===== src/hdl/ifec_pkg.sv =====
// Shared types and codes of the interrupt flag and enable controller.
package ifec_pkg;

  localparam int unsigned CoreBits = 8;
  localparam int unsigned PeieBit  = 6;
  localparam int unsigned MaxSrc   = 24;
  localparam int unsigned LevelW   = 16;
  localparam int unsigned CfgW     = 32;
  localparam int unsigned CfgIdxW  = 2;
  localparam logic [31:0] CoreMapReset = 32'hFFFF_FFFF;
  localparam logic [7:0]  ByteMask     = 8'hFF;

  typedef enum logic [2:0] {
    KIND_READ    = 3'd0,
    KIND_WRITE   = 3'd1,
    KIND_RAISE   = 3'd2,
    KIND_RELEASE = 3'd3,
    KIND_SOFT    = 3'd4
  } kind_e;

  localparam logic [2:0] RegCore = 3'd0;

  localparam logic [CfgIdxW-1:0] CfgCoreMap   = 2'd0;
  localparam logic [CfgIdxW-1:0] CfgLevelMask = 2'd1;

  typedef struct packed {
    logic [2:0] kind;
    logic [2:0] reg_select;
    logic [7:0] write_data;
    logic [4:0] source;
  } item_t;

  typedef struct packed {
    logic [7:0] read_data;
    logic       bad_address;
    logic       request_pending;
    logic       interrupt_event;
  } result_t;

  typedef struct packed {
    logic                 we;
    logic [CfgIdxW-1:0]   index;
    logic [CfgW-1:0]      data;
  } cfg_t;

endpackage


===== src/hdl/ifec_if.sv =====
// Item and result channel interfaces of the interrupt flag and enable controller.
interface ifec_item_if;
  logic       valid;
  logic       ready;
  logic [2:0] kind;
  logic [2:0] reg_select;
  logic [7:0] write_data;
  logic [4:0] source;

  modport source_mp (output valid, kind, reg_select, write_data, source, input ready);
  modport sink_mp (input valid, kind, reg_select, write_data, source, output ready);
endinterface

interface ifec_result_if;
  logic       valid;
  logic       ready;
  logic [7:0] read_data;
  logic       bad_address;
  logic       request_pending;
  logic       interrupt_event;

  modport source_mp (output valid, read_data, bad_address, request_pending,
                     interrupt_event, input ready);
  modport sink_mp (input valid, read_data, bad_address, request_pending,
                   interrupt_event, output ready);
endinterface


===== src/hdl/ifec_core.sv =====
// Register state, configuration and per-item update logic of the controller.
module ifec_core #(
  parameter int unsigned PERIPH_REGS = 2
) (
  input  logic             clk_i,
  input  logic             rst_ni,
  input  ifec_pkg::cfg_t   cfg_i,
  input  logic             accept_i,
  input  ifec_pkg::item_t  item_i,
  output ifec_pkg::result_t result_o
);
  import ifec_pkg::*;

  localparam int unsigned PeriphSrc = CoreBits + 8 * PERIPH_REGS;
  localparam int unsigned NumSrc    = (PeriphSrc < MaxSrc) ? PeriphSrc : MaxSrc;

  logic [31:0]                     core_map_q;
  logic [LevelW-1:0]               level_mask_q;
  logic [7:0]                      core_q, core_d;
  logic [PERIPH_REGS-1:0][7:0]     flags_q, flags_d;
  logic [PERIPH_REGS-1:0][7:0]     enables_q, enables_d;
  logic [MaxSrc-1:0]               active_q, active_d;
  logic [PERIPH_REGS-1:0][7:0]     level_ro;
  logic                            src_valid;
  logic                            src_was_active;
  logic                            raised;
  logic                            pending;
  logic [7:0]                      rd;
  logic                            bad;

  always_comb begin
    for (int r = 0; r < PERIPH_REGS; r++) begin
      for (int b = 0; b < 8; b++) begin
        if (8 * r + b < LevelW) begin
          level_ro[r][b] = level_mask_q[(8 * r + b) % LevelW];
        end else begin
          level_ro[r][b] = 1'b0;
        end
      end
    end
  end

  always_comb begin
    src_valid      = 32'(item_i.source) < NumSrc;
    src_was_active = 1'b0;
    for (int s = 0; s < MaxSrc; s++) begin
      if (item_i.source == 5'(s)) begin
        src_was_active = active_q[s];
      end
    end
  end

  always_comb begin
    core_d    = core_q;
    flags_d   = flags_q;
    enables_d = enables_q;
    active_d  = active_q;
    rd        = '0;
    bad       = 1'b0;
    raised    = 1'b0;
    unique case (kind_e'(item_i.kind))
      KIND_READ: begin
        bad = 1'b1;
        if (item_i.reg_select == RegCore) begin
          rd  = core_q;
          bad = 1'b0;
        end
        for (int r = 0; r < PERIPH_REGS; r++) begin
          if (32'(item_i.reg_select) == r + 1) begin
            rd  = flags_q[r];
            bad = 1'b0;
          end
          if (32'(item_i.reg_select) == r + 1 + PERIPH_REGS) begin
            rd  = enables_q[r];
            bad = 1'b0;
          end
        end
      end
      KIND_WRITE: begin
        if (item_i.reg_select == RegCore) begin
          core_d = item_i.write_data;
        end
        for (int r = 0; r < PERIPH_REGS; r++) begin
          if (32'(item_i.reg_select) == r + 1) begin
            flags_d[r] = (flags_q[r] & level_ro[r]) | (item_i.write_data & ~level_ro[r]);
          end
          if (32'(item_i.reg_select) == r + 1 + PERIPH_REGS) begin
            enables_d[r] = item_i.write_data;
          end
        end
      end
      KIND_RAISE: begin
        if (src_valid && !src_was_active) begin
          raised = 1'b1;
          for (int s = 0; s < MaxSrc; s++) begin
            if (item_i.source == 5'(s)) begin
              active_d[s] = 1'b1;
            end
          end
          for (int i = 0; i < CoreBits; i++) begin
            if (item_i.source == 5'(i)) begin
              core_d[i] = 1'b1;
            end
          end
          for (int r = 0; r < PERIPH_REGS; r++) begin
            for (int b = 0; b < 8; b++) begin
              if (32'(item_i.source) == CoreBits + 8 * r + b) begin
                flags_d[r][b] = 1'b1;
              end
            end
          end
        end
      end
      KIND_RELEASE: begin
        if (src_valid) begin
          for (int s = 0; s < MaxSrc; s++) begin
            if (item_i.source == 5'(s)) begin
              active_d[s] = 1'b0;
            end
          end
          for (int r = 0; r < PERIPH_REGS; r++) begin
            for (int b = 0; b < 8; b++) begin
              if (32'(item_i.source) == CoreBits + 8 * r + b && level_ro[r][b]) begin
                flags_d[r][b] = 1'b0;
              end
            end
          end
        end
      end
      KIND_SOFT: begin
        core_d    = '0;
        flags_d   = '0;
        enables_d = '0;
      end
      default: begin
      end
    endcase
  end

  always_comb begin
    logic [3:0] en;
    pending = 1'b0;
    for (int i = 0; i < CoreBits; i++) begin
      en = core_map_q[4 * i +: 4];
      if (!en[3] && core_d[i] && core_d[en[2:0]]) begin
        pending = 1'b1;
      end
    end
    if (core_d[PeieBit]) begin
      for (int r = 0; r < PERIPH_REGS; r++) begin
        if ((flags_d[r] & enables_d[r]) != 8'd0) begin
          pending = 1'b1;
        end
      end
    end
  end

  assign result_o.read_data       = rd & ByteMask;
  assign result_o.bad_address     = bad;
  assign result_o.request_pending = pending;
  assign result_o.interrupt_event = raised && pending;

  always_ff @(posedge clk_i or negedge rst_ni) begin
    if (!rst_ni) begin
      core_map_q   <= CoreMapReset;
      level_mask_q <= '0;
      core_q       <= '0;
      flags_q      <= '0;
      enables_q    <= '0;
      active_q     <= '0;
    end else begin
      if (cfg_i.we && cfg_i.index == CfgCoreMap) begin
        core_map_q <= cfg_i.data;
      end
      if (cfg_i.we && cfg_i.index == CfgLevelMask) begin
        level_mask_q <= cfg_i.data[LevelW-1:0];
      end
      if (accept_i) begin
        core_q    <= core_d;
        flags_q   <= flags_d;
        enables_q <= enables_d;
        active_q  <= active_d;
      end
    end
  end

endmodule


===== src/hdl/ifec_out_buf.sv =====
// Result register with skid stage of the controller.
module ifec_out_buf (
  input  logic              clk_i,
  input  logic              rst_ni,
  input  logic              push_i,
  input  ifec_pkg::result_t res_i,
  output logic              ready_o,
  output logic              out_valid_o,
  output ifec_pkg::result_t out_res_o,
  input  logic              out_ready_i
);
  import ifec_pkg::*;

  logic    out_valid_q, skid_valid_q;
  result_t out_q, skid_q;
  logic    take;

  assign take        = out_valid_q && out_ready_i;
  assign ready_o     = !skid_valid_q;
  assign out_valid_o = out_valid_q;
  assign out_res_o   = out_q;

  always_ff @(posedge clk_i or negedge rst_ni) begin
    if (!rst_ni) begin
      out_valid_q  <= 1'b0;
      skid_valid_q <= 1'b0;
    end else begin
      if (!out_valid_q || take) begin
        if (skid_valid_q) begin
          out_valid_q  <= 1'b1;
          skid_valid_q <= 1'b0;
        end else begin
          out_valid_q <= push_i;
        end
      end else if (push_i) begin
        skid_valid_q <= 1'b1;
      end
    end
  end

  always_ff @(posedge clk_i) begin
    if (!out_valid_q || take) begin
      out_q <= skid_valid_q ? skid_q : res_i;
    end else if (push_i) begin
      skid_q <= res_i;
    end
  end

endmodule


===== src/hdl/interrupt_flag_enable_controller_top.sv =====
// Top level of the interrupt flag and enable controller.
// Usage:
//   item_i carries one bus read, bus write, signal raise, signal release or
//   soft reset per item; result_o returns exactly one result item for each.
//   The configuration port (cfg_we_i, cfg_index_i, cfg_data_i) writes the
//   core enable map (index 0) and the level source mask (index 1); write it
//   only while no item is in flight.
// Flow:
//   The register update and the request check finish in the cycle an item is
//   accepted; its result goes to result_o through the result register. One
//   item is accepted per cycle while item_i.ready is high.
// Reset:
//   rst_ni clears all flag, enable and active state; the enable map resets to
//   all-no-source and the level mask to zero. No result is pending.
// Stall:
//   A skid stage behind the result register takes one more item while the
//   receiver holds off; after that item_i.ready stays low until the receiver
//   takes a result, and rises again on the following cycle.
module interrupt_flag_enable_controller_top #(
  parameter int unsigned PERIPH_REGS = 2
) (
  input  logic                     clk_i,
  input  logic                     rst_ni,
  input  logic                     cfg_we_i,
  input  logic [1:0]               cfg_index_i,
  input  logic [31:0]              cfg_data_i,
  ifec_item_if.sink_mp             item_i,
  ifec_result_if.source_mp         result_o
);
  import ifec_pkg::*;

  cfg_t    cfg;
  item_t   item;
  result_t res, out_res;
  logic    accept, ready;

  assign cfg.we    = cfg_we_i;
  assign cfg.index = cfg_index_i;
  assign cfg.data  = cfg_data_i;

  assign item.kind       = item_i.kind;
  assign item.reg_select = item_i.reg_select;
  assign item.write_data = item_i.write_data;
  assign item.source     = item_i.source;

  assign item_i.ready = ready;
  assign accept       = item_i.valid && ready;

  ifec_core #(
    .PERIPH_REGS(PERIPH_REGS)
  ) u_core (
    .clk_i   (clk_i),
    .rst_ni  (rst_ni),
    .cfg_i   (cfg),
    .accept_i(accept),
    .item_i  (item),
    .result_o(res)
  );

  ifec_out_buf u_out_buf (
    .clk_i      (clk_i),
    .rst_ni     (rst_ni),
    .push_i     (accept),
    .res_i      (res),
    .ready_o    (ready),
    .out_valid_o(result_o.valid),
    .out_res_o  (out_res),
    .out_ready_i(result_o.ready)
  );

  assign result_o.read_data       = out_res.read_data;
  assign result_o.bad_address     = out_res.bad_address;
  assign result_o.request_pending = out_res.request_pending;
  assign result_o.interrupt_event = out_res.interrupt_event;

endmodule


===== src/flat_wrapper.sv =====
// flat-port wrapper written by rule: the top's interface ports become plain ports
module interrupt_flag_enable_controller_top_flat import ifec_pkg::*;
#(
  parameter int unsigned PERIPH_REGS = 2
)
  (clk_i, rst_ni, cfg_we_i, cfg_index_i, cfg_data_i, item_i_valid, item_i_kind, item_i_reg_select, item_i_write_data, item_i_source, item_i_ready, result_o_valid, result_o_read_data, result_o_bad_address, result_o_request_pending, result_o_interrupt_event, result_o_ready);
  ifec_item_if item_i_i ();
  ifec_result_if result_o_i ();
  input  logic clk_i;
  input  logic rst_ni;
  input  logic cfg_we_i;
  input  logic [1:0] cfg_index_i;
  input  logic [31:0] cfg_data_i;
  input wire logic [$bits(item_i_i.valid)-1:0] item_i_valid;
  input wire logic [$bits(item_i_i.kind)-1:0] item_i_kind;
  input wire logic [$bits(item_i_i.reg_select)-1:0] item_i_reg_select;
  input wire logic [$bits(item_i_i.write_data)-1:0] item_i_write_data;
  input wire logic [$bits(item_i_i.source)-1:0] item_i_source;
  output wire logic [$bits(item_i_i.ready)-1:0] item_i_ready;
  output wire logic [$bits(result_o_i.valid)-1:0] result_o_valid;
  output wire logic [$bits(result_o_i.read_data)-1:0] result_o_read_data;
  output wire logic [$bits(result_o_i.bad_address)-1:0] result_o_bad_address;
  output wire logic [$bits(result_o_i.request_pending)-1:0] result_o_request_pending;
  output wire logic [$bits(result_o_i.interrupt_event)-1:0] result_o_interrupt_event;
  input wire logic [$bits(result_o_i.ready)-1:0] result_o_ready;
  assign item_i_i.valid = item_i_valid;
  assign item_i_i.kind = item_i_kind;
  assign item_i_i.reg_select = item_i_reg_select;
  assign item_i_i.write_data = item_i_write_data;
  assign item_i_i.source = item_i_source;
  assign item_i_ready = item_i_i.ready;
  assign result_o_valid = result_o_i.valid;
  assign result_o_read_data = result_o_i.read_data;
  assign result_o_bad_address = result_o_i.bad_address;
  assign result_o_request_pending = result_o_i.request_pending;
  assign result_o_interrupt_event = result_o_i.interrupt_event;
  assign result_o_i.ready = result_o_ready;
  interrupt_flag_enable_controller_top #(.PERIPH_REGS(PERIPH_REGS)) u_core (.clk_i(clk_i), .rst_ni(rst_ni), .cfg_we_i(cfg_we_i), .cfg_index_i(cfg_index_i), .cfg_data_i(cfg_data_i), .item_i(item_i_i), .result_o(result_o_i));
endmodule

===== config.mk =====
export PLATFORM = sky130hd
export DESIGN_NAME = interrupt_flag_enable_controller_top_flat
export DESIGN_NICKNAME = d
export VERILOG_FILES = /design/src/hdl/ifec_pkg.sv /design/src/hdl/ifec_if.sv /design/src/hdl/ifec_core.sv /design/src/hdl/ifec_out_buf.sv /design/src/hdl/interrupt_flag_enable_controller_top.sv /design/src/flat_wrapper.sv
export SDC_FILE = /design/constraint.sdc
export NUM_CORES = 1
export LEC_CHECK = 0
export ABC_CLOCK_PERIOD_IN_PS = 3100
export BUFFER_PORTS_ARGS = -buffer_cell sky130_fd_sc_hd__buf_2
export CORE_MARGIN = 3
export CORE_UTILIZATION = 38
export DETAILED_ROUTE_END_ITERATION = 12
export PLACE_DENSITY = 0.56
export SLEW_MARGIN = 10
export SYNTH_ARGS = -nofsm -noshare
export SYNTH_HDL_FRONTEND = slang
export SYNTH_SLANG_ARGS = --single-unit

===== constraint.sdc =====
create_clock -name clk_i -period 3.1 [get_ports clk_i]
set_clock_uncertainty 0.1 [all_clocks]
set_input_delay 0.62 -clock clk_i [delete_from_list [all_inputs] [get_ports clk_i]]
set_output_delay 0.62 -clock clk_i [all_outputs]
set_load 0.01 [all_outputs]

Word level (Yosys, flattened, before mapping)
Index checks and enable logic that the tools add are counted.
{"block": "totals", "reg_bits": 136, "input_bits": 58, "out_inout_bits": 13}
{"block": "classes", "n_lt_le_gt_ge": 9, "eq_ne": 82, "n_mux": 171, "bitwise": 11, "reduce_logical": 83}
{"operator": "AND reduction 6 bit", "n": 24}
{"operator": "2-to-1 mux 1 bit", "n": 142}
{"operator": "!= test 2 bit, second input constant", "n": 50}
{"operator": "2-to-1 mux 8 bit", "n": 12}
{"operator": "one-hot mux 16 bit (4 select lines)", "n": 1}
{"operator": "bitwise AND 8 bit", "n": 6}
{"operator": "2-to-1 mux 24 bit", "n": 2}
{"operator": "one-hot mux 24 bit (2 select lines)", "n": 1}
{"operator": "equality test 5 x 4 -> 1 bit, second input constant", "n": 8}
{"operator": "equality test 5 bit, second input constant", "n": 8}
{"operator": "logical AND 1 bit", "n": 38}
{"operator": "< comparator 3 x 4 -> 1 bit, second input constant", "n": 8}
{"operator": "2-to-1 mux 16 bit", "n": 2}
{"operator": "one-hot mux 16 bit (2 select lines)", "n": 1}
{"operator": "binary-select mux 1 bit (select 3 bit)", "n": 8}
{"operator": "one-hot mux 8 bit (3 select lines)", "n": 1}
{"operator": "equality test 5 x 3 -> 1 bit, second input constant", "n": 4}
{"operator": "NOT 8 bit", "n": 2}
{"operator": "OR 8 bit", "n": 2}
{"operator": "nonzero test 8 bit", "n": 2}
{"operator": "equality test 3 x 2 -> 1 bit, second input constant", "n": 4}
{"operator": "zero test 1 bit", "n": 11}
{"operator": "2-to-1 mux 11 bit", "n": 1}
{"operator": "equality test 5 x 2 -> 1 bit, second input constant", "n": 2}
{"operator": "12 further kinds", "n": 16}

Logic depth before layout (Yosys ltp)
Gate-level depths: netlist (run 1).
{"block": "logic_depth", "depth_word": 45, "depth_mapped": 15, "mapped_depth_nobuf": 11}

By module
From an unflattened synthesis (run 1), not the netlist that was laid out.
{"block": "hier_totals", "cells_unflattened": 893, "hier_area_um2": 8473.1}
{"module": "ifec_core", "n_inst": 1, "cells_per_inst": 849, "area_each_um2": 7562.3, "seq_area_each_um2": 2842.7}
{"module": "ifec_out_buf", "n_inst": 1, "cells_per_inst": 43, "area_each_um2": 904.6, "seq_area_each_um2": 710.7}
{"module": "interrupt_flag_enable_controller_top", "n_inst": 1, "cells_per_inst": 1, "area_each_um2": 6.3, "seq_area_each_um2": 0.0}

Worst setup path before layout (run 1)
Ideal clock, no wire load.
{"block": "synth_timing", "path_type": "input port to flip-flop", "startpoint": "input item_i_reg_select[0]", "endpoint": "register u_core.u_out_buf.out_q (netlist bit u_core.u_out_buf.out_res_o[1]) (data pin)", "t_arrival_ps": 3199, "required_ps": 2734, "slack_ps": -465, "stages": 13, "cell_sequence": "buf_2 or3b_1 clkbuf_1 nor2_1 mux2i_1 o32a_1 a22oi_1 a2111oi_0 nand4_1 a2111oi_2 a21oi_1 nor4_4 a21oi_1"}
{"block": "synth_between", "elab_chain_cells": 18, "word_cells_on_any_way": 61, "classes_between": "eq/ne: 4; mux: 36; bitwise: 2; reduce/logical: 19"}
{"item": "start: declaration", "line": "flat_wrapper.sv:16", "text": "input wire logic [$bits(item_i_i.reg_select)-1:0] item_i_reg_select;"}
{"item": "zero test 3 bit", "line": "ifec_core.sv:80", "text": "if (item_i.reg_select == RegCore) begin"}
{"item": "2-to-1 mux 8 bit", "line": "ifec_core.sv:80"}
{"item": "one-hot mux 8 bit (3 select lines)", "line": "ifec_core.sv:61", "text": "unique case (kind_e'(item_i.kind))"}
{"item": "binary-select mux 1 bit (select 3 bit)", "line": "ifec_core.sv:145", "text": "if (!en[3] && core_d[i] && core_d[en[2:0]]) begin"}
{"item": "2-to-1 mux 1 bit (not written as such)", "line": "ifec_core.sv:145"}
{"item": "logical AND 1 bit", "line": "ifec_core.sv:145"}
{"item": "2-to-1 mux 1 bit (8 in series)", "line": "ifec_core.sv:145"}
{"item": "2-to-1 mux 1 bit (2 in series)", "line": "ifec_core.sv:151", "text": "if ((flags_d[r] & enables_d[r]) != 8'd0) begin"}
{"item": "2-to-1 mux 1 bit *", "line": "ifec_core.sv:149", "text": "if (core_d[PeieBit]) begin"}
{"item": "2-to-1 mux 11 bit *", "line": "ifec_out_buf.sv:43", "text": "out_q <= skid_valid_q ? skid_q : res_i;"}
{"item": "end signal: assignment", "line": "ifec_out_buf.sv:43"}
{"item": "end: declaration", "line": "ifec_out_buf.sv:15", "text": "result_t out_q, skid_q;"}
Every way passes the cells marked *; elsewhere a longest branch is shown, timed or not. The select of a mux whose other input is x is not followed.
A chain may end at the register's enable or synchronous reset.

==> flow_summary.toml, run 1 <==
[run_status]
status = "finished, violations left"
violations = "setup timing"

[yosys]
synth.distinct_cells = 79
yosysMostFrequentCell = "nand2_1"
synth_edf_count = 22
async_flop_share_pct = 83.8
synth_commonest_cells = "95 x nand2_1, 82 x dfrtp_1, 69 x nor2_1"
yosysTopAreaCell = "dfrtp_1"
seq_area_frac_synth_pct = 42.5
ys_ff_latch = 136
synthFlopType = "dfrtp_1"
synthTopCellsByArea = "dfrtp_1 25%, dfstp_2 10%, edfxtp_1 7.9%, mux2_2 6.3%, nand2_1 4.3%"
syn_area_per_cell_um2 = 9.55
synthCells = 876
yosys_warnings = 0
netlist_area_um2 = 8360
synth_top_area_share_pct = 24.5
syn-num-nets = 934

[detailed_routing]
wl_met3_um = 2280
dr_wl_met2_um = 15500
num_vias = 8630
dr.max_layer_used = "met4"
ant_nets = 0
routed_wl_um = 33200
viasPerCell = 5.93
drt-met1-wl_um = 14300
firstDrtPassIters = 7
routedWlPerCell_um = 22.8
drc = 0
drtIter0Drc = 812

[placed_design]
dpl-instance-area_um2 = 10700
placedCellCount = 1392
gp_congestion = 1.02
port_buffers = 70
pre_cts_slack_ns = -0.946
dp_hpwl_um = 24900

[timing]
setup_viol = 4
drv_slew = 0
fin_tns_setup_ns = -1.53
max_freq_ghz = 0.285
period_minus_slack_ns = 3.51
min_period_over_period_pct = 113
holdWs_ns = 0.0701
setup_ws_ns = -0.406
relSlewSlack_pct = 52.3
rsz0062_at_grt = "yes"
worstMarginPinSlew_ns = 0.715
hold_violations = 0

[finish]
final-instance-count-excl-fill = 1455
diodes = 0
area_delta_synth_final_pct = 42.9
ff_latch_area_um2 = 3550
fillers = 1937
final_layout_size_suffix_gt1_share_pct = 46.1
multi_input_area_um2 = 4930
finalInstanceArea_um2 = 11900
nets = 1225

[power]
ir_worst_vdd_mv = 0.343
p_per_area_nw_per_um2 = 504
leakage_nw = 4.93

[critical_path]
r2r_setup_slack_ns = -0.33
critPathKind = "input port to flip-flop"
cp-end-kind = "flip-flop"
timing.rr.start = "u_core.u_core.active_q[1]$_DFFE_PN0P_"
path_cells = "buf_12 -> buf_8 -> mux2i_1 -> o2111a_2 -> o31ai_4 -> nor4bb_4 -> buf_12 -> buf_6 -> a21oi_4 -> a31oi_4 -> o22ai_2 -> o32ai_2 -> a21oi_2 -> nor4_4 -> buf_6 -> buf_6 -> nor2_1"
cp-start-kind = "input port"
cp.required_ns = 3.17
cp_slowest_stage_delay_ns = 0.36
cp_max_fo = 8
cp_slowest_cell = "o32ai_2"
cpMostUsedCell = "buf_6"
cp.arrival_ns = 3.58
startpoint = "item_i_source[0]"

[clock_tree]
cts_buffers = 17
cts.path.max_buffers = 2
clockRootBuffer = "clkbuf_16"
worstSkewPairLatency_ns = 0.42
cts_sinks = 136
cts_tree = "built"
clk_pin_slew_worst_paths_ns = 0.07
htree_levels = 4

[die]
fp.dieW_um = 154
die_h_um = 154
dieArea_um2 = 23800
num_rows = 53
core_um2 = 21400
io_pins = 71
start_util_pct = 39.2

[global_route]
grt_pass1_vias = 8491
grt_max_degree = 71
grt_usage_pct = 27.7
grt_pass1_wl_um = 50900
grt_overflow = 0
antenna_found_initial = 0

[hold_path]
hold_class = "input port to asynchronous set/reset pin"

[job]
cap_viol_max_count = 0
==> what timing repair did <==
item / in CTS / in global routing
resized for setup: 45 / 62
hold buffers: 0 / 0
buffers inserted: 12 / 22
pin swaps: 26 / 32
setup endpoints to repair: 16 / 19
==> placed cells by master, fill, tap and decap left out, drive strengths merged, types with 6 or more instances in the layout <==
master,netlist,final
nor2,74,74
a2111oi,7,7
o32ai,10,10
or3,7,7
nor3b,15,15
o31ai,19,19
mux2i,9,9
mux2,47,47
and2,6,6
clkinv,1,9
inv,16,19
a211oi,10,10
a31oi,29,29
nor3,18,18
nor2b,13,13
nor4,7,7
clkbuf,27,19
nand2b,13,13
a22o,15,15
nand3,24,24
buf,30,329
o21ai,73,73
a22oi,18,18
edfxtp,22,22
o211ai,10,10
a21oi,58,58
dfrtp,82,82
o22ai,10,10
nand2,95,95
nand4,6,6
dfstp,32,32
nand3b,7,7
mux4,10,10
==> path summary, 6_finish.rpt <==
kind / to / cells past startpoint
setup / recovery: u_core.u_out_buf.skid_q[0]$_DFFE_PP_ / 17
hold / removal: u_core.u_core.active_q[20]$_DFFE_PN0P_ / 2
setup reg to reg: u_core.u_out_buf.out_res_o[0]$_DFFE_PN_ / 13
hold reg to reg: u_core.u_core.active_q[6]$_DFFE_PN0P_ / 2
max in group asynchronous: u_core.u_core.core_map_q[17]$_DFFE_PN1P_ / 2
min in group clk_i: u_core.u_core.core_map_q[28]$_DFFE_PN1P_ / 3
==> worst max-delay path, delay by kind of cell <==
kind	cells	cell delay (ns)
buf+inv	6	0.75
simple gates	3	0.67
mux	1	0.11
compound gates	7	1.42
==> kinds of logic after synthesis <==
kind of cell,after synthesis,synth area share (%)
AO/OA/AOI/OAI,292,24.4
multiplexers,66,10.1
buffers and inverters,74,3.99
XOR/XNOR,1,0.105
AND/OR/NAND/NOR,307,18.9
flip-flops,136,42.5
==> area by class of cell <==
type                       instances  share of cell area (%)
tap                              275                    2.88
sequential                       136                    29.7
clock inverter                    13                    1.03
clock buffer                      19                    3.71
timing repair buffer             329                    20.9
multi-input combinational        666                    41.3
inverter                          17                   0.534
==> state kept, by name, summed over array words and instances (netlist names) <==
signal / count
u_core.u_core.core_map_q: 32
u_core.u_core.active_q: 24
u_core.u_core.enables_q: 16
u_core.u_core.flags_q: 16
u_core.u_core.level_mask_q: 16
u_core.u_out_buf.out_res_o: 11
u_core.u_out_buf.skid_q: 11
u_core.u_core.core_q: 8
u_core.u_out_buf.out_valid_o: 1
u_core.u_out_buf.skid_valid_q: 1
==> layer usage <==
layer	up-vias	GRT usage, %
met4	0	8.79
li1	3919	-
met3	79	5.34
met1	4248	38.0
met2	384	44.3
met5	-	0
==> power by group <==
| part | internal, mW | switching [mW] |
|---|---|---|
| Sequential | 2.13 | 0.319 |
| Clock | 1.14 | 0.874 |
| Combinational | 0.778 | 0.793 |
| Total | 4.04 | 1.99 |
==> per-stage QoR <==
step	total power, mW	util (%)
final	6.03	56.0
after global routing	6.29	56.0
after CTS	5.93	53.9
after detailed placement	3.83	50.0
after global placement	3.82	50.0
after floorplan	3.09	-
No activity file was read; power rests on OpenSTA's default activity.
==> inputs of run 2 (changes only) <==
Settings changed: RECOVER_POWER from default to 25.
==> run 2 against run 1 <==
Against the previous run: the run ends with capacitance limit, slew limit, setup timing left; wire length rose by 0.23%; global-route usage did not move; count of clock-buffer cells in the layout did not move; via count fell by 0.51%; sequential cell count did not move; maximum frequency rose by 0.18%; combinational power barely moved; sequential share of layout area rose by 0.087 points; die area did not move; worst setup slack improved by 0.0062 ns; highest routed layer unchanged.
==> flow_summary.toml, run 2 (synthesized netlist as in run 1, its figures left out) <==
[run_status]
status = "finished, violations left"
violations = "capacitance limit, slew limit, setup timing"

[finish]
fillers = 1939
reg_top3 = "u_core.u_core.core_map_q: 32 flops, u_core.u_core.active_q: 24 flops"
multi_input_area_um2 = 4930
largest-register = "u_core.u_core.core_map_q"
area_delta_synth_final_pct = 42.4
largest_reg_flops = 32
ff_latch_area_um2 = 3550
final-instance-count-excl-fill = 1455
fin_util_pct = 55.8
diodes = 0
nets = 1225
layout_commonest_cell = "buf_4"
final_cell_mix = "236 x buf_4, 93 x nand2_1, 82 x dfrtp_1, 64 x o21ai_0, 64 x buf_2"
final_layout_size_suffix_gt1_share_pct = 45.9

[critical_path]
cp-end-kind = "flip-flop"
critPathKind = "input port to flip-flop"
cp.required_ns = 3.18
cp-start-kind = "input port"
cp_max_fo = 8
cp.arrival_ns = 3.58

[clock_tree]
worstSkewPairLatency_ns = 0.42
cts_buffers = 17
cts.path.max_buffers = 2
cts_sinks = 136
htree_levels = 4
clockRootBuffer = "clkbuf_16"
cts_tree = "built"
clk_pin_slew_worst_paths_ns = 0.07

[timing]
relSlewSlack_pct = -71.1
hold_violations = 0
drv_slew = 116
min_period_over_period_pct = 113
setup_viol = 4
holdWs_ns = 0.309
max_freq_ghz = 0.286
fin_tns_setup_ns = -1.52
worstMarginPinSlew_ns = 2.57
setup_ws_ns = -0.399
period_minus_slack_ns = 3.50
rsz0062_at_grt = "yes"

[die]
start_util_pct = 39.2
core_um2 = 21400
dieArea_um2 = 23800
fp.dieW_um = 154
die_h_um = 154
num_rows = 53
io_pins = 71

[hold_path]
hold_class = "input port to flip-flop"

[detailed_routing]
ant_nets = 0
routedWlPerCell_um = 22.9
num_vias = 8586
drtIter0Drc = 817
viasPerCell = 5.90
routed_wl_um = 33300
firstDrtPassIters = 5
drc = 0

[power]
ir_worst_vdd_mv = 0.343
leakage_nw = 4.91
p_per_area_nw_per_um2 = 506

[global_route]
antenna_found_initial = 0
grt_max_degree = 71
grt_usage_pct = 27.7
grt_pass1_vias = 8491
grt_pass1_wl_um = 50900
grt_overflow = 0

[placed_design]
port_buffers = 70
gp_congestion = 1.02
pre_cts_slack_ns = -0.946
placedCellCount = 1392
dp_hpwl_um = 24900

[job]
cap_viol_max_count = 2
==> run 2: cell count changes in the layout (fill, tap and decap cells not counted) <==
| cell | previous run | this run |
|---|---|---|
| buf_4 | 237 | 236 |
| clkbuf_2 | 0 | 1 |
| buf_12 | 8 | 6 |
| clkbuf_1 | 1 | 3 |
==> run 2: area by class of cell <==
type	count	share of cell area [%]
well taps	275	2.89
flip-flops and latches	136	29.8
multi-input cells	666	41.4
inverters	17	0.536
clock inverters	13	1.03
clock buffers	19	3.72
repair buffers	329	20.6
==> run 2: report_power, final <==
group | total, mW | internal [mW] | switching [mW]
logic | 1.57 | 0.772 | 0.794
registers | 2.45 | 2.13 | 0.318
clock network | 2.01 | 1.14 | 0.874
total | 6.02 | 4.04 | 1.99
==> run 2: what timing repair did <==
action | CTS | global route
buffers inserted | 12 | 22
endpoints found under the hold margin | 0 | 0
hold buffers | 0 | 0
pin swaps | 26 | 32
gates resized for setup | 45 | 62
endpoints found under the setup margin | 16 | 19
==> run 2: worst paths after layout <==
path	slack [ns]	depth (start not counted)	startpoint	endpoint
worst max register to register	-0.31	12	u_core.u_core.active_q[1]$_DFFE_PN0P_	u_core.u_out_buf.out_res_o[0]$_DFFE_PN_
min in group asynchronous	0.69	2	rst_ni	u_core.u_core.active_q[16]$_DFFE_PN0P_
worst min register to register	0.38	2	u_core.u_core.active_q[6]$_DFFE_PN0P_	u_core.u_core.active_q[6]$_DFFE_PN0P_
worst min-delay path	0.31	3	cfg_data_i[28]	u_core.u_core.core_map_q[28]$_DFFE_PN1P_
max in group asynchronous	0.41	2	rst_ni	u_core.u_core.level_mask_q[12]$_DFFE_PN0P_
worst max-delay path	-0.40	18	item_i_source[0]	u_core.u_out_buf.skid_q[0]$_DFFE_PP_
==> run 2: worst max-delay path, stage by stage <==
cell	delay, ns
buf_12	0.11
buf_8	0.12
mux2i_1	0.11
o2111a_2	0.30
o31ai_4	0.07
nor4bb_4	0.34
buf_12	0.17
buf_6	0.10
a21oi_4	0.08
a21oi_4	0.24
buf_12	0.14
o22ai_2	0.08
o32ai_2	0.36
a21oi_2	0.14
nor4_4	0.30
buf_6	0.16
buf_6	0.09
nor2_1	0.03
==> run 2: per-layer routing <==
layer / wire [µm] / track usage [%]
met5: 0 / 0
met4: 1040 / 8.79
met3: 2340 / 5.34
met2: 15500 / 44.3
met1: 14300 / 38.0
==> run 2: metrics by stage <==
stage                     total power [mW]  instance area [µm²]
after CTS                             5.93                11500
after global placement                3.82                10700
after global routing                  6.28                11900
after floorplan                       3.09                 8460
after detailed placement              3.83                10700
final                                 6.02                11900
==> inputs of run 3 (changes only) <==
--- a/config.mk
+++ b/config.mk
@@ -8,4 +8,5 @@
 export ABC_CLOCK_PERIOD_IN_PS = 3100
 export BUFFER_PORTS_ARGS = -buffer_cell sky130_fd_sc_hd__buf_2
+export CORE_ASPECT_RATIO = 0.7
 export CORE_MARGIN = 3
 export CORE_UTILIZATION = 38
--- a/constraint.sdc
+++ b/constraint.sdc
@@ -3,3 +3,3 @@
 set_input_delay 0.62 -clock clk_i [delete_from_list [all_inputs] [get_ports clk_i]]
 set_output_delay 0.62 -clock clk_i [all_outputs]
-set_load 0.01 [all_outputs]
+set_load 0.02 [all_outputs]
==> run 3 against run 2 <==
Against the previous run: the run still ends with capacitance limit, slew limit, setup timing left; critical path type unchanged; final cell count down 0.34%; count of clock-buffer cells in the layout decreased by 2; non-clock buffer count down 6.
==> flow_summary.toml, run 3 (synthesized netlist as in run 1, its figures left out) <==
[finish]
diodes = 0
area_delta_synth_final_pct = 41.1
fillers = 1948
largest_reg_flops = 32
ff_latch_area_um2 = 3550
largest-register = "u_core.u_core.core_map_q"
final_layout_size_suffix_gt1_share_pct = 44.6
nets = 1219
final_cell_mix = "235 x buf_4, 92 x nand2_1, 82 x dfrtp_1, 64 x nor2_1, 64 x buf_2"
multi_input_area_um2 = 4820
fin_util_pct = 55.8
finalInstanceArea_um2 = 11800
layout_commonest_cell = "buf_4"
reg_top3 = "u_core.u_core.core_map_q: 32 flops, u_core.u_core.active_q: 24 flops"

[clock_tree]
clk_pin_slew_worst_paths_ns = 0.06
clockRootBuffer = "clkbuf_16"
htree_levels = 4
cts.path.max_buffers = 2
cts_sinks = 136
postCtsHoldBufs = 0
cts_tree = "built"
worstSkewPairLatency_ns = 0.44
cts_buffers = 17

[critical_path]
r2r_setup_slack_ns = -0.30
reg2regPathDepth = 14
cp.required_ns = 3.20
critPathKind = "input port to flip-flop"
cp.arrival_ns = 3.56
cp-start-kind = "input port"
rr_endpoint = "u_core.u_out_buf.out_res_o[0]$_DFFE_PN_"
startpoint = "item_i_kind[1]"
timing.rr.start = "u_core.u_core.active_q[3]$_DFFE_PN0P_"
cp_max_fo = 7
cp-end-kind = "flip-flop"
cp-endpoint = "u_core.u_out_buf.skid_q[1]$_DFFE_PP_"

[timing]
setup_viol = 4
worstMarginPinSlew_ns = 2.31
fin_tns_setup_ns = -1.26
drv_slew = 41
max_freq_ghz = 0.289
period_minus_slack_ns = 3.46
hold_violations = 0
rsz0062_at_grt = "yes"
holdWs_ns = 0.296
relSlewSlack_pct = -54.1
setup_ws_ns = -0.357
min_period_over_period_pct = 112

[power]
fin_total_pwr_mw = 6.12
p_per_area_nw_per_um2 = 519
ir_worst_vdd_mv = 0.469
leakage_nw = 4.88

[die]
io_pins = 71
core_um2 = 21100
dieArea_um2 = 23900
fp.dieW_um = 183
num_rows = 44
start_util_pct = 39.6
die_h_um = 130

[detailed_routing]
firstDrtPassIters = 5
drtIter0Drc = 974
ant_nets = 0
routed_wl_um = 33300
viasPerCell = 5.92
drc = 0
routedWlPerCell_um = 23.0
num_vias = 8586

[run_status]
violations = "capacitance limit, slew limit, setup timing"
status = "finished, violations left"

[job]
cap_viol_max_count = 1

[placed_design]
dp_hpwl_um = 25600
dpl-instance-area_um2 = 10700
port_buffers = 70
gp_congestion = 1.02

[global_route]
antenna_found_initial = 0
grt_pass1_vias = 8158
grt_pass1_wl_um = 49600
grt_overflow = 0
grt_usage_pct = 27.9
grt_max_degree = 48

[hold_path]
hold_class = "input port to flip-flop"
holdPathStages = 3
==> run 3: cell count changes in the layout (fill, tap and decap cells not counted), sizes merged <==
cell,change
buf,-6
bufinv,+1
clkinvlp,+1
clkinv,-3
inv,+3
clkbuf,-2
==> run 3: how the worst min path moves through the flow <==
stage / to / slack, ns / from
final: u_core.u_core.core_map_q[26]$_DFFE_PN1P_ / 0.30 / cfg_data_i[26]
after global routing: u_core.u_core.core_map_q[26]$_DFFE_PN1P_ / 0.29 / cfg_data_i[26]
after CTS: u_core.u_core.active_q[20]$_DFFE_PN0P_ / 0.07 / rst_ni
after detailed placement: u_core.u_core.active_q[6]$_DFFE_PN0P_ / 0.37 / u_core.u_core.active_q[6]$_DFFE_PN0P_
after global placement: u_core.u_core.enables_q[12]$_DFFE_PN0P_ / 0.39 / u_core.u_core.enables_q[12]$_DFFE_PN0P_
after floorplan: u_core.u_core.active_q[0]$_DFFE_PN0P_ / 0.22 / rst_ni
==> run 3: stage by stage <==
step	worst slack, ns	cells
after detailed placement	-0.977	1400
after global placement	-0.891	1400
after CTS	-0.362	1441
after global routing	-0.417	1450
after floorplan	-0.255	876
final	-0.357	1450
==> run 3: power by group <==
part	total (mW)	internal [mW]	switching, mW
clock	2.09	1.20	0.885
sequential	2.47	2.13	0.341
combinational	1.57	0.764	0.802
==> run 3: worst max-delay path, cell delays in order <==
cell and delay (ns):
buf_2 0.13, buf_4 0.16, inv_2 0.07, buf_4 0.11, mux2_2 0.42, buf_4 0.17
o211ai_1 0.26, a211oi_4 0.09, buf_4 0.15, buf_4 0.12, buf_4 0.12, nor3_1 0.12
a21oi_1 0.08, nor2_2 0.17, o2111ai_2 0.15, nor4_4 0.29, buf_4 0.19, buf_4 0.11
inv_2 0.02
==> run 3: cell type report <==
cell class | count | share of cell area, %
clock buffer | 17 | 3.61
clock inverter | 15 | 1.40
inverter | 17 | 0.541
multi-input combinational | 666 | 40.8
sequential | 136 | 30.1
tap | 276 | 2.93
timing repair buffer | 323 | 20.6
==> run 3: per-layer routing <==
metal	vias up	routed length, µm	GRT usage (%)
met4	0	680	6.49
met5	-	0	0
met1	4196	15500	42.3
met2	427	13300	38.4
met3	56	3830	9.22
li1	3907	-	-
==> run 3: what timing repair did <==
action,4_1_cts,5_1_grt
hold endpoints to repair,0,0
buffers inserted,10,8
resized for setup,33,49
endpoints found under the setup margin,24,22
gates cloned,0,1
pin swaps,18,31
